===== src/hw/rtl/bqf_pkg.sv =====
// Shared types, formats and the sequencer program of the biquad filter unit.
package bqf_pkg;

  localparam int SAMPLE_W  = 24;
  localparam int COEF_W    = 24;
  localparam int COEF_FRAC = COEF_W - 4;
  localparam int PROD_W    = SAMPLE_W + COEF_W;
  localparam int RND_W     = PROD_W + 1 - COEF_FRAC;
  localparam int NUM_COEF  = 5;
  localparam int CFG_IDX_W = 3;
  localparam int STEP_W    = 3;

  localparam logic signed [COEF_W-1:0] COEF_ONE = COEF_W'(1) << COEF_FRAC;
  localparam logic signed [PROD_W:0]   HALF_LSB = (PROD_W + 1)'(1) << (COEF_FRAC - 1);

  typedef struct packed {
    logic signed [SAMPLE_W-1:0] sample_in;
    logic                       clear_history;
  } in_item_t;

  typedef struct packed {
    logic signed [SAMPLE_W-1:0] sample_out;
    logic                       clipped;
  } out_item_t;

  // Coefficient register indexes, also used as the multiplier's coefficient select.
  typedef enum logic [CFG_IDX_W-1:0] {
    COEF_B0 = 3'd0,
    COEF_B1 = 3'd1,
    COEF_B2 = 3'd2,
    COEF_A1 = 3'd3,
    COEF_A2 = 3'd4
  } coef_idx_t;

  typedef enum logic {
    OP_X = 1'b0,
    OP_Y = 1'b1
  } op_sel_t;

  typedef enum logic [2:0] {
    ACC_NONE,
    ACC_Y,
    ACC_T_Z2,
    ACC_Z1,
    ACC_T_P,
    ACC_Z2
  } acc_op_t;

  typedef logic [STEP_W-1:0] step_t;

  typedef struct packed {
    coef_idx_t coef_sel;
    op_sel_t   op_sel;
    acc_op_t   acc_op;
    logic      wait_out;
    logic      last;
  } ctl_t;

  localparam step_t LAST_STEP = step_t'(5);

  // Each step issues one product and, from the second step on, folds in the product of the step before.
  function automatic ctl_t ucode(step_t step);
    ctl_t c;
    c = '{coef_sel: COEF_B0, op_sel: OP_X, acc_op: ACC_NONE, wait_out: 1'b0, last: 1'b0};
    unique case (step)
      step_t'(0): c = '{COEF_B0, OP_X, ACC_NONE, 1'b0, 1'b0};
      step_t'(1): c = '{COEF_B1, OP_X, ACC_Y,    1'b1, 1'b0};
      step_t'(2): c = '{COEF_A1, OP_Y, ACC_T_Z2, 1'b0, 1'b0};
      step_t'(3): c = '{COEF_B2, OP_X, ACC_Z1,   1'b0, 1'b0};
      step_t'(4): c = '{COEF_A2, OP_Y, ACC_T_P,  1'b0, 1'b0};
      step_t'(5): c = '{COEF_B0, OP_X, ACC_Z2,   1'b0, 1'b1};
      default:    c = '{COEF_B0, OP_X, ACC_NONE, 1'b0, 1'b1};
    endcase
    return c;
  endfunction

endpackage


===== src/hw/rtl/biquad_tdf2_filter_unit.sv =====
// Top level of the biquad filter unit: transposed direct form II, microcoded datapath.
//
// Usage: samples enter on the in_ channel (in_valid, in_stall, in_data) and
// filtered samples leave on the out_ channel (out_valid, out_stall, out_data).
// An item is taken at a rising edge where valid is high and stall is low.
// The five Q3.20 coefficients are written through cfg_wen, cfg_index and
// cfg_wdata (indexes b0, b1, b2, a1, a2 = 0..4; higher indexes are ignored);
// the user must write them only while idle; the unit does not enforce this.
// One shared 24x24 multiplier, stepped by a six-word program, computes the
// five products, so the unit takes no new item before it is through with
// the last one. The next item is taken in the cycle the last step runs, and
// in_stall stays high until then. The result item is written to the output
// register as the second step completes, while the delay updates finish behind it.
// If the output register still holds an untaken item when a new result is
// formed, the program holds in place until the receiver takes it, so a
// stalled receiver backs up into in_stall and nothing is lost.
// Reset (synchronous, rst_n low) clears both delay registers, loads b0 = 1.0
// and the other coefficients with zero, and empties the output register.
// An item with clear_history set is filtered with both delays zeroed.
module biquad_tdf2_filter_unit #(
  parameter int STATE_WIDTH = 32
) (
  input  logic                              clk,
  input  logic                              rst_n,
  input  logic                              in_valid,
  output logic                              in_stall,
  input  bqf_pkg::in_item_t                 in_data,
  output logic                              out_valid,
  input  logic                              out_stall,
  output bqf_pkg::out_item_t                out_data,
  input  logic                              cfg_wen,
  input  logic [bqf_pkg::CFG_IDX_W-1:0]     cfg_index,
  input  logic [bqf_pkg::COEF_W-1:0]        cfg_wdata
);

  // The accumulator covers the sum of a delay value and two rounded products.
  localparam int MAXW  = (STATE_WIDTH > bqf_pkg::RND_W) ? STATE_WIDTH : bqf_pkg::RND_W;
  localparam int ACC_W = MAXW + 2;

  localparam logic signed [ACC_W-1:0] Y_HI =
    (ACC_W'(1) << (bqf_pkg::SAMPLE_W - 1)) - ACC_W'(1);
  localparam logic signed [ACC_W-1:0] Y_LO = ~Y_HI;
  localparam logic signed [ACC_W-1:0] S_HI = (ACC_W'(1) << (STATE_WIDTH - 1)) - ACC_W'(1);
  localparam logic signed [ACC_W-1:0] S_LO = ~S_HI;

  // Coefficient registers.
  logic signed [bqf_pkg::COEF_W-1:0]   coef_r [bqf_pkg::NUM_COEF];

  // Sequencer.
  logic                                busy_r;
  bqf_pkg::step_t                      step_r;
  bqf_pkg::ctl_t                       ctl;
  logic                                hold;
  logic                                adv;
  logic                                in_acc;

  // Datapath.
  logic signed [bqf_pkg::SAMPLE_W-1:0] x_r;
  logic signed [bqf_pkg::SAMPLE_W-1:0] y_r;
  logic signed [bqf_pkg::PROD_W-1:0]   p_r;
  logic signed [bqf_pkg::PROD_W-1:0]   prod;
  logic signed [bqf_pkg::COEF_W-1:0]   mul_a;
  logic signed [bqf_pkg::SAMPLE_W-1:0] mul_b;
  logic signed [bqf_pkg::PROD_W:0]     p_half;
  logic signed [bqf_pkg::RND_W-1:0]    p_rnd;
  logic signed [ACC_W-1:0]             rnd_ext;
  logic signed [ACC_W-1:0]             t_r;
  logic signed [ACC_W-1:0]             sum;
  logic signed [ACC_W-1:0]             y_wide;
  logic signed [ACC_W-1:0]             s_wide;
  logic                                y_clip;
  logic signed [STATE_WIDTH-1:0]       z1_r;
  logic signed [STATE_WIDTH-1:0]       z2_r;

  // Output register.
  logic                                out_valid_r;
  bqf_pkg::out_item_t                  out_data_r;

  always_comb begin
    ctl    = bqf_pkg::ucode(step_r);
    hold   = ctl.wait_out && out_valid_r && out_stall;
    adv    = busy_r && !hold;
    // A new item is taken while the unit is idle or while the last program step runs.
    in_stall = busy_r && !(adv && ctl.last);
    in_acc   = in_valid && !in_stall;
  end

  // Multiplier operands and the rounding of the previous step's product.
  always_comb begin
    mul_a   = coef_r[ctl.coef_sel];
    mul_b   = (ctl.op_sel == bqf_pkg::OP_Y) ? y_r : x_r;
    prod    = mul_a * mul_b;
    p_half  = {p_r[bqf_pkg::PROD_W-1], p_r} + bqf_pkg::HALF_LSB;
    p_rnd   = p_half[bqf_pkg::PROD_W:bqf_pkg::COEF_FRAC];
    rnd_ext = ACC_W'(p_rnd);
  end

  always_comb begin
    unique case (ctl.acc_op)
      bqf_pkg::ACC_Y:    sum = rnd_ext + ACC_W'(z1_r);
      bqf_pkg::ACC_T_Z2: sum = rnd_ext + ACC_W'(z2_r);
      bqf_pkg::ACC_Z1:   sum = t_r - rnd_ext;
      bqf_pkg::ACC_T_P:  sum = rnd_ext;
      bqf_pkg::ACC_Z2:   sum = t_r - rnd_ext;
      default:           sum = t_r;
    endcase

    y_clip = 1'b1;
    if (sum > Y_HI) begin
      y_wide = Y_HI;
    end else if (sum < Y_LO) begin
      y_wide = Y_LO;
    end else begin
      y_wide = sum;
      y_clip = 1'b0;
    end

    if (sum > S_HI) begin
      s_wide = S_HI;
    end else if (sum < S_LO) begin
      s_wide = S_LO;
    end else begin
      s_wide = sum;
    end
  end

  // Configuration writes.
  always_ff @(posedge clk) begin
    if (!rst_n) begin
      coef_r[bqf_pkg::COEF_B0] <= bqf_pkg::COEF_ONE;
      coef_r[bqf_pkg::COEF_B1] <= '0;
      coef_r[bqf_pkg::COEF_B2] <= '0;
      coef_r[bqf_pkg::COEF_A1] <= '0;
      coef_r[bqf_pkg::COEF_A2] <= '0;
    end else if (cfg_wen && (cfg_index < bqf_pkg::CFG_IDX_W'(bqf_pkg::NUM_COEF))) begin
      coef_r[cfg_index] <= cfg_wdata;
    end
  end

  // Step counter; an accepted item takes priority over the end of the program.
  always_ff @(posedge clk) begin
    if (!rst_n) begin
      busy_r <= 1'b0;
      step_r <= '0;
    end else if (in_acc) begin
      busy_r <= 1'b1;
      step_r <= '0;
    end else if (adv) begin
      if (ctl.last) begin
        busy_r <= 1'b0;
      end else begin
        step_r <= step_r + bqf_pkg::step_t'(1);
      end
    end
  end

  // Datapath registers; the clear of an accepted item overrides the last step.
  always_ff @(posedge clk) begin
    if (!rst_n) begin
      z1_r <= '0;
      z2_r <= '0;
    end else begin
      if (adv) begin
        p_r <= prod;
        unique case (ctl.acc_op)
          bqf_pkg::ACC_Y:    y_r <= y_wide[bqf_pkg::SAMPLE_W-1:0];
          bqf_pkg::ACC_T_Z2: t_r <= sum;
          bqf_pkg::ACC_T_P:  t_r <= sum;
          default: ;
        endcase
      end
      if (in_acc) begin
        x_r <= in_data.sample_in;
      end
      if (in_acc && in_data.clear_history) begin
        z1_r <= '0;
        z2_r <= '0;
      end else if (adv && ctl.acc_op == bqf_pkg::ACC_Z1) begin
        z1_r <= s_wide[STATE_WIDTH-1:0];
      end else if (adv && ctl.acc_op == bqf_pkg::ACC_Z2) begin
        z2_r <= s_wide[STATE_WIDTH-1:0];
      end
    end
  end

  // Output register.
  always_ff @(posedge clk) begin
    if (!rst_n) begin
      out_valid_r <= 1'b0;
    end else if (adv && ctl.acc_op == bqf_pkg::ACC_Y) begin
      out_valid_r <= 1'b1;
    end else if (!out_stall) begin
      out_valid_r <= 1'b0;
    end
  end

  always_ff @(posedge clk) begin
    if (adv && ctl.acc_op == bqf_pkg::ACC_Y) begin
      out_data_r.sample_out <= y_wide[bqf_pkg::SAMPLE_W-1:0];
      out_data_r.clipped    <= y_clip;
    end
  end

  assign out_valid = out_valid_r;
  assign out_data  = out_data_r;

  // An accepted item restarts the program at its first step.
  a_start: assert property (@(posedge clk) disable iff (!rst_n)
    in_valid && !in_stall |=> busy_r && step_r == '0)
    else $error("program did not restart on an accepted item");

  // The program counter never runs past the last step.
  a_step_range: assert property (@(posedge clk) disable iff (!rst_n)
    busy_r |-> step_r <= bqf_pkg::LAST_STEP)
    else $error("step counter beyond program");

  // A held step keeps its place and its pending product.
  a_hold: assert property (@(posedge clk) disable iff (!rst_n)
    busy_r && hold |=> $stable(step_r) && $stable(p_r))
    else $error("program advanced while the output was blocked");

  // A result is never written over an item the receiver has not taken.
  a_no_overwrite: assert property (@(posedge clk) disable iff (!rst_n)
    out_valid_r && out_stall |=> $stable(out_data_r))
    else $error("pending result overwritten");

  // Clearing the history zeroes both delays before the item is filtered.
  a_clear: assert property (@(posedge clk) disable iff (!rst_n)
    in_valid && !in_stall && in_data.clear_history |=> z1_r == '0 && z2_r == '0)
    else $error("history clear not applied");

endmodule

===== config.mk =====
export PLATFORM = sky130hd
export DESIGN_NAME = biquad_tdf2_filter_unit
export DESIGN_NICKNAME = d
export VERILOG_FILES = /design/src/hw/rtl/bqf_pkg.sv /design/src/hw/rtl/biquad_tdf2_filter_unit.sv
export SDC_FILE = /design/constraint.sdc
export NUM_CORES = 2
export LEC_CHECK = 0
export ABC_AREA = 1
export ABC_CLOCK_PERIOD_IN_PS = 7400
export BUFFER_PORTS_ARGS = -buffer_cell sky130_fd_sc_hd__buf_2
export CAP_MARGIN = 10
export CORE_MARGIN = 2
export CORE_UTILIZATION = 59
export CTS_CLUSTER_DIAMETER = 30
export DETAILED_ROUTE_END_ITERATION = 16
export GPL_ROUTABILITY_DRIVEN = 1
export PLACE_DENSITY_LB_ADDON = 0.05
export SLEW_MARGIN = 40
export SYNTH_ARGS = -nofsm -noshare
export SYNTH_HDL_FRONTEND = slang
export SYNTH_SLANG_ARGS = --single-unit

===== constraint.sdc =====
create_clock -name clk -period 7.4 [get_ports clk]
set_input_delay 1.11 -clock clk [delete_from_list [all_inputs] [get_ports clk]]
set_output_delay 1.11 -clock clk [all_outputs]
set_load 0.01 [all_outputs]

Word level (Yosys, flattened, before mapping)

Memories as Yosys holds them, arrays and structs flattened.
Index checks and enable logic that the tools add are counted.

Equal/unequal tests: 11
Mux-type cells: 20
Multiply operators: 1
Magnitude comparators: 5
Reduce and logical (&&, ||, !) cells: 29
Bitwise gates (word level): 3
Add/sub/neg operators: 5

Operators by type and width:

| operator                                                         | number |
|---|---|
| one-hot mux 34 bit (4 select lines)                              | 1 |
| 2-to-1 mux 24 bit                                                | 4 |
| adder 29 x 32 -> 33 bit                                          | 2 |
| 2-to-1 mux 32 bit                                                | 2 |
| one-hot mux 9 bit (6 select lines)                               | 1 |
| adder 48 x 21 -> 49 bit (second input constant)                  | 1 |
| multiplier 24 x 24 -> 48 bit                                     | 1 |
| greater-than comparator 34 x 24 -> 1 bit (second input constant) | 1 |
| greater-than comparator 34 x 32 -> 1 bit (second input constant) | 1 |
| < comparator 34 x 24 -> 1 bit (second input constant)            | 1 |
| < comparator 34 x 32 -> 1 bit (second input constant)            | 1 |
| subtractor 34 x 29 -> 34 bit                                     | 1 |
| OR reduction 24 bit                                              | 1 |
| equality test 3 x 2 -> 1 bit (second input constant)             | 4 |
| equality test 3 bit (second input constant)                      | 4 |
| logical AND 1 bit                                                | 11 |
| 2-to-1 mux 1 bit                                                 | 11 |
| AND reduction 2 bit                                              | 5 |
| OR reduction 2 bit                                               | 4 |
| equality test 3 x 1 -> 1 bit (second input constant)             | 2 |
| AND reduction 3 bit                                              | 2 |
| nonzero test 2 bit                                               | 2 |
| adder 3 x 1 -> 3 bit (second input constant)                     | 1 |
| zero test 1 bit                                                  | 3 |
| 5 further kinds                                                  | 7 |

Register bits: 224
Bits in writable memories: 120
Memories kept: 1
Input port bits: 57
Word-level logic and storage cells: 86
Output and inout bits: 27

Memory list:

| memory | words | width | rd ports | clocked after Yosys merged registers in | wr ports | RTL line                      | RTL |
|---|---|---|---|---|---|---|---|
| coef_r | 5     | 24    | 1        | 0                                       | 5        | biquad_tdf2_filter_unit.sv:47 | `logic signed [bqf_pkg::COEF_W-1:0] coef_r [bqf_pkg::NUM_COEF];` |

Longest topological paths before layout

Depth after elaboration: 13
Gate-level depth with buffers: 40
Mapped depth without buffers: 37

Worst setup path after synthesis

OpenSTA, ideal clock, no wires.

Path type: reg-to-reg
From: register step_r[0]
To: register p_r[41] (netlist bit) (data pin)
Setup time: 0.262 ns
Cell stages (with the launch flop): 29
Slack: -0.673 ns
Buffers on the path: 2
Arrival: 7.812 ns
Clock period less this slack: 8.073 ns
Data required time: 7.138 ns
Cell sequence: dfxtp_1 inv_1 ha_1 o21ai_1 buf_2 a21oi_1 a311o_1 nand2_1 inv_1 clkbuf_1 nor2_1 fa_1 fa_1 inv_1 fa_1 inv_1 fa_1 fa_1 fa_1 inv_1 fa_1 inv_1 ha_1 nand2_1 nor2_1 inv_1 o311a_1 o21ai_1 xor2_1

Word-level cells in the longest chain between the ends: 4

Ends and longest elaborated chain:

| item                                                            | RTL line                       | RTL |
|---|---|---|
| from (decl)                                                     | biquad_tdf2_filter_unit.sv:51  | `bqf_pkg::step_t step_r;` |
| from (signal assigned)                                          | biquad_tdf2_filter_unit.sv:152 | `step_r <= step_r + bqf_pkg::step_t'(1);` |
| equality test 3 bit, or another cell as far along               | bqf_pkg.sv:65                  | `unique case (step)` |
| one-hot mux 9 bit (6 select lines) (*)                          | bqf_pkg.sv:65                  |  |
| memory (5 x 24 bit) / 2-to-1 mux 24 bit (equally long branches) | -                              |  |
| multiplier 24 x 24 -> 48 bit (*)                                | biquad_tdf2_filter_unit.sv:92  | `prod = mul_a * mul_b;` |
| via prod, one bit                                               | biquad_tdf2_filter_unit.sv:61  | `logic signed [bqf_pkg::PROD_W-1:0] prod;` |
| to (signal assigned)                                            | biquad_tdf2_filter_unit.sv:164 | `p_r <= prod;` |
| to (decl)                                                       | biquad_tdf2_filter_unit.sv:60  | `logic signed [bqf_pkg::PROD_W-1:0] p_r;` |

Mark *: on every way through the listed nets, which the timed path passes. The rest lies on a longest branch.
A chain may end at the register's enable or synchronous reset.

Worst setup path in the final report

From: register step_r[1]
To: register p_r[43] (netlist bit) (data pin)

The elaborated chain is that of the path after synthesis.

==> run metrics <==
Row Count=101; Worst Max-Slew Pin Slew=0.862 ns; routed len/inst=22.1 µm; Multi-input gate area=31100 µm²; internal reg-to-reg setup slack=-0.24 ns; max_slew headroom=0.423; Root Buffer Master=clkbuf_16; Area growth syn-to-layout=24.6%; worst hold path type=flop to flop; final WL=164000 µm; grt ovf=0; Critical Path RT=7.88 ns; clk_lat worst skew=0.65 ns; Die Wd=280 µm; FMAX=131 MHz; Reg area=10600 µm²; final setup fails=26; slowest stage delay, CP=0.58 ns; post-synthesis cell area=44800 µm²; sequential fraction of the synthesis area=0.236; first-pass GRT wire length=246000 µm; Via density=5.63; Final Hold Vio Count=0; final design utilization=0.739; crit path DAT=8.11 ns; Placer Congestion=1.10; Hold-fix buffers, CTS=0; Max Cap Violations=0; Max H-tree Level=3; Core Area=75600 µm²; Worst Reg-to-Reg Cells=33; GRT Overall Usage=0.421; Syn Area/Cell=7.72 µm²; IO Port Bufs=83; Yosys cell types=58; beginning of the critical path=step_r[1]$_SDFFE_PP0P_; synthesized instance count=5801; Vias=41800; Worst Setup Start Kind=flop; crit path max fanout=8; hold_ws=0.557 ns; pin count of the biggest net entering global routing=65; drt pass-1 iters=6; layout cell share with drive strength beyond 1=0.197; Post-DRT Antenna Nets=0; Max Slew Vio Count=0; cell mode on critical path=fa_1; Setup Skew=0.0248 ns; die height=280 µm; reg2reg start=step_r[1]$_SDFFE_PP0P_; # DRC=0; cts bufs inserted=82; CP endpoint kind=flop; nets=7277; Ports=84; Async SR Flop Fraction=0; status=complete, but fails checks; failing checks=negative setup slack; worst setup path endpoint=p_r[43]$_DFFE_PP_; Worst path slowest cell=fa_1; EDFF count, synth=306; CTS Sinks=375; vias in the first global route=42800; Post-DP HPWL=128000 µm; Max Root-Sink Buffers=3; Fill cells=5576; CTS clk-pin slew, worst paths=0.05 ns; crit path kind=flop to flop; initial antenna violation count=2; period utilisation layout=1.03; Die ar.=78200 µm²; Initial Util=0.593; RSZ-0062 raised after global routing=yes; Final min period=7.64 ns; Worst R2R End=p_r[43]$_DFFE_PP_; CTS tree=done; Primary FF master, synth=edfxtp_1; Synth Register Bits=375; Worst Setup Slack, final=-0.237 ns; 1st-iter DRT viols=4364; yosys warns=0
## cell families (layout without fill, tap and decap cells)
logic type | Yosys count | after routing | share of synthesized area
compound gates | 436 | 436 | 0.0566
buf+inv | 1374 | 1968 | 0.117
xor+xnor | 56 | 56 | 0.0109
other cells | 1 | 51 | 0.0000837
fa+ha+maj | 843 | 843 | 0.337
flops | 375 | 375 | 0.236
simple gates | 2716 | 2716 | 0.243
## critical path, delay by kind of cell (launching register included)
kind            cells  cell delay [ns]
buf+inv             9             0.90
flops               1             0.36
simple gates       11             1.45
compound gates      3             0.73
fa+ha+maj           9             3.83
xor+xnor            1             0.18
## how the worst min path moves through the flow
stage | startpoint | to | slack [ns] | depth (start not counted)
after CTS | step_r[0]$_SDFFE_PP0P_ | step_r[0]$_SDFFE_PP0P_ | 0.55 | 2
after global placement | step_r[0]$_SDFFE_PP0P_ | step_r[0]$_SDFFE_PP0P_ | 0.51 | 2
after detailed placement | step_r[0]$_SDFFE_PP0P_ | step_r[0]$_SDFFE_PP0P_ | 0.54 | 2
final | z2_r[31]$_SDFFE_PP0P_ | z2_r[31]$_SDFFE_PP0P_ | 0.56 | 2
after floorplan | busy_r$_SDFFE_PN0P_ | busy_r$_SDFFE_PN0P_ | 0.49 | 2
after global routing | step_r[0]$_SDFFE_PP0P_ | step_r[0]$_SDFFE_PP0P_ | 0.59 | 2
## metal layers
layer | global-route usage | up-vias | share of wire
met5 | 0 | - | 0.00021
met4 | 0.296 | 4 | 0.084
met3 | 0.0947 | 675 | 0.099
met2 | 0.690 | 2284 | 0.47
met1 | 0.493 | 20100 | 0.35
li1 | - | 18800 | -
## area by class of cell
class	count	area share
sequential	375	0.189
inverter	1204	0.0820
clock inverter	53	0.0132
timing repair buffer	613	0.0963
tap	978	0.0219
multi-input combinational	4101	0.558
antenna	1	0.0000448
clock buffer	98	0.0393
## placed cells by master, fill, tap and decap left out, types with 86 or more instances in the layout
cell type | synthesis | layout
a21oi_1 | 205 | 158
buf_4 | 7 | 416
clkbuf_16 | 0 | 86
edfxtp_1 | 306 | 306
fa_1 | 609 | 562
ha_1 | 234 | 197
inv_1 | 1179 | 1120
nand2_1 | 1527 | 1448
nand3_1 | 236 | 228
nor2_1 | 802 | 703
## cell usage after synthesis (8+ instances only)
cell,n,share of area
a221o_1,14,0.0031
inv_2,17,0.0014
nor3_1,32,0.0036
o21bai_1,9,0.0015
nand3b_1,14,0.0023
nand2_1,1527,0.13
or2_2,43,0.0060
xnor2_1,27,0.0053
o21a_1,8,0.0013
ha_1,234,0.065
o21ai_0,96,0.011
dfxtp_1,69,0.031
a31oi_1,10,0.0014
a21oi_1,205,0.023
nand3_1,236,0.026
o221ai_1,9,0.0018
nand2_2,11,0.0015
nand4_1,28,0.0039
nor2_1,802,0.067
xor2_1,29,0.0057
o21ai_1,24,0.0027
inv_1,1179,0.099
edfxtp_1,306,0.21
clkinv_1,8,0.00067
clkbuf_1,138,0.012
fa_1,609,0.27
buf_2,18,0.0020
o211ai_1,10,0.0017
## metrics by stage
| stage | cells | setup TNS, ns | area (µm²) | setup WS [ns] |
|---|---|---|---|---|
| 2_1_floorplan | 5850 | 0 | 45100 | 0.00370 |
| 3_3_place_gp | 7207 | -8.99 | 50100 | -0.545 |
| 3_5_place_dp | 7207 | -15.42 | 50100 | -0.789 |
| 4_1_cts | 7398 | -0.416 | 54600 | -0.0839 |
| 5_1_grt | 7422 | -8.51 | 55800 | -0.556 |
| 6_report | 7423 | -2.82 | 55800 | -0.237 |
## sequential cells by signal, summed over array words and instances (netlist names)
| name | flops |
|---|---|
| step_r | 3 |
| y_r | 24 |
| out_data | 25 |
| busy_r | 1 |
| out_valid | 1 |
| z2_r | 32 |
| x_r | 24 |
| z1_r | 32 |
| p_r | 29 |
| t_r | 34 |
| coef_r | 170 |
## repair_timing
item                                    CTS  global route
resized for setup                       318           289
setup buffers                            34            26
pin swaps                               110           147
endpoints found under the hold margin     0             0
endpoints found under the setup margin   29            29
gates cloned                              6             2
Power is left out: the tool's default activity adds up to more than one toggle a clock period on the data nets, which glitch-free logic cannot reach.
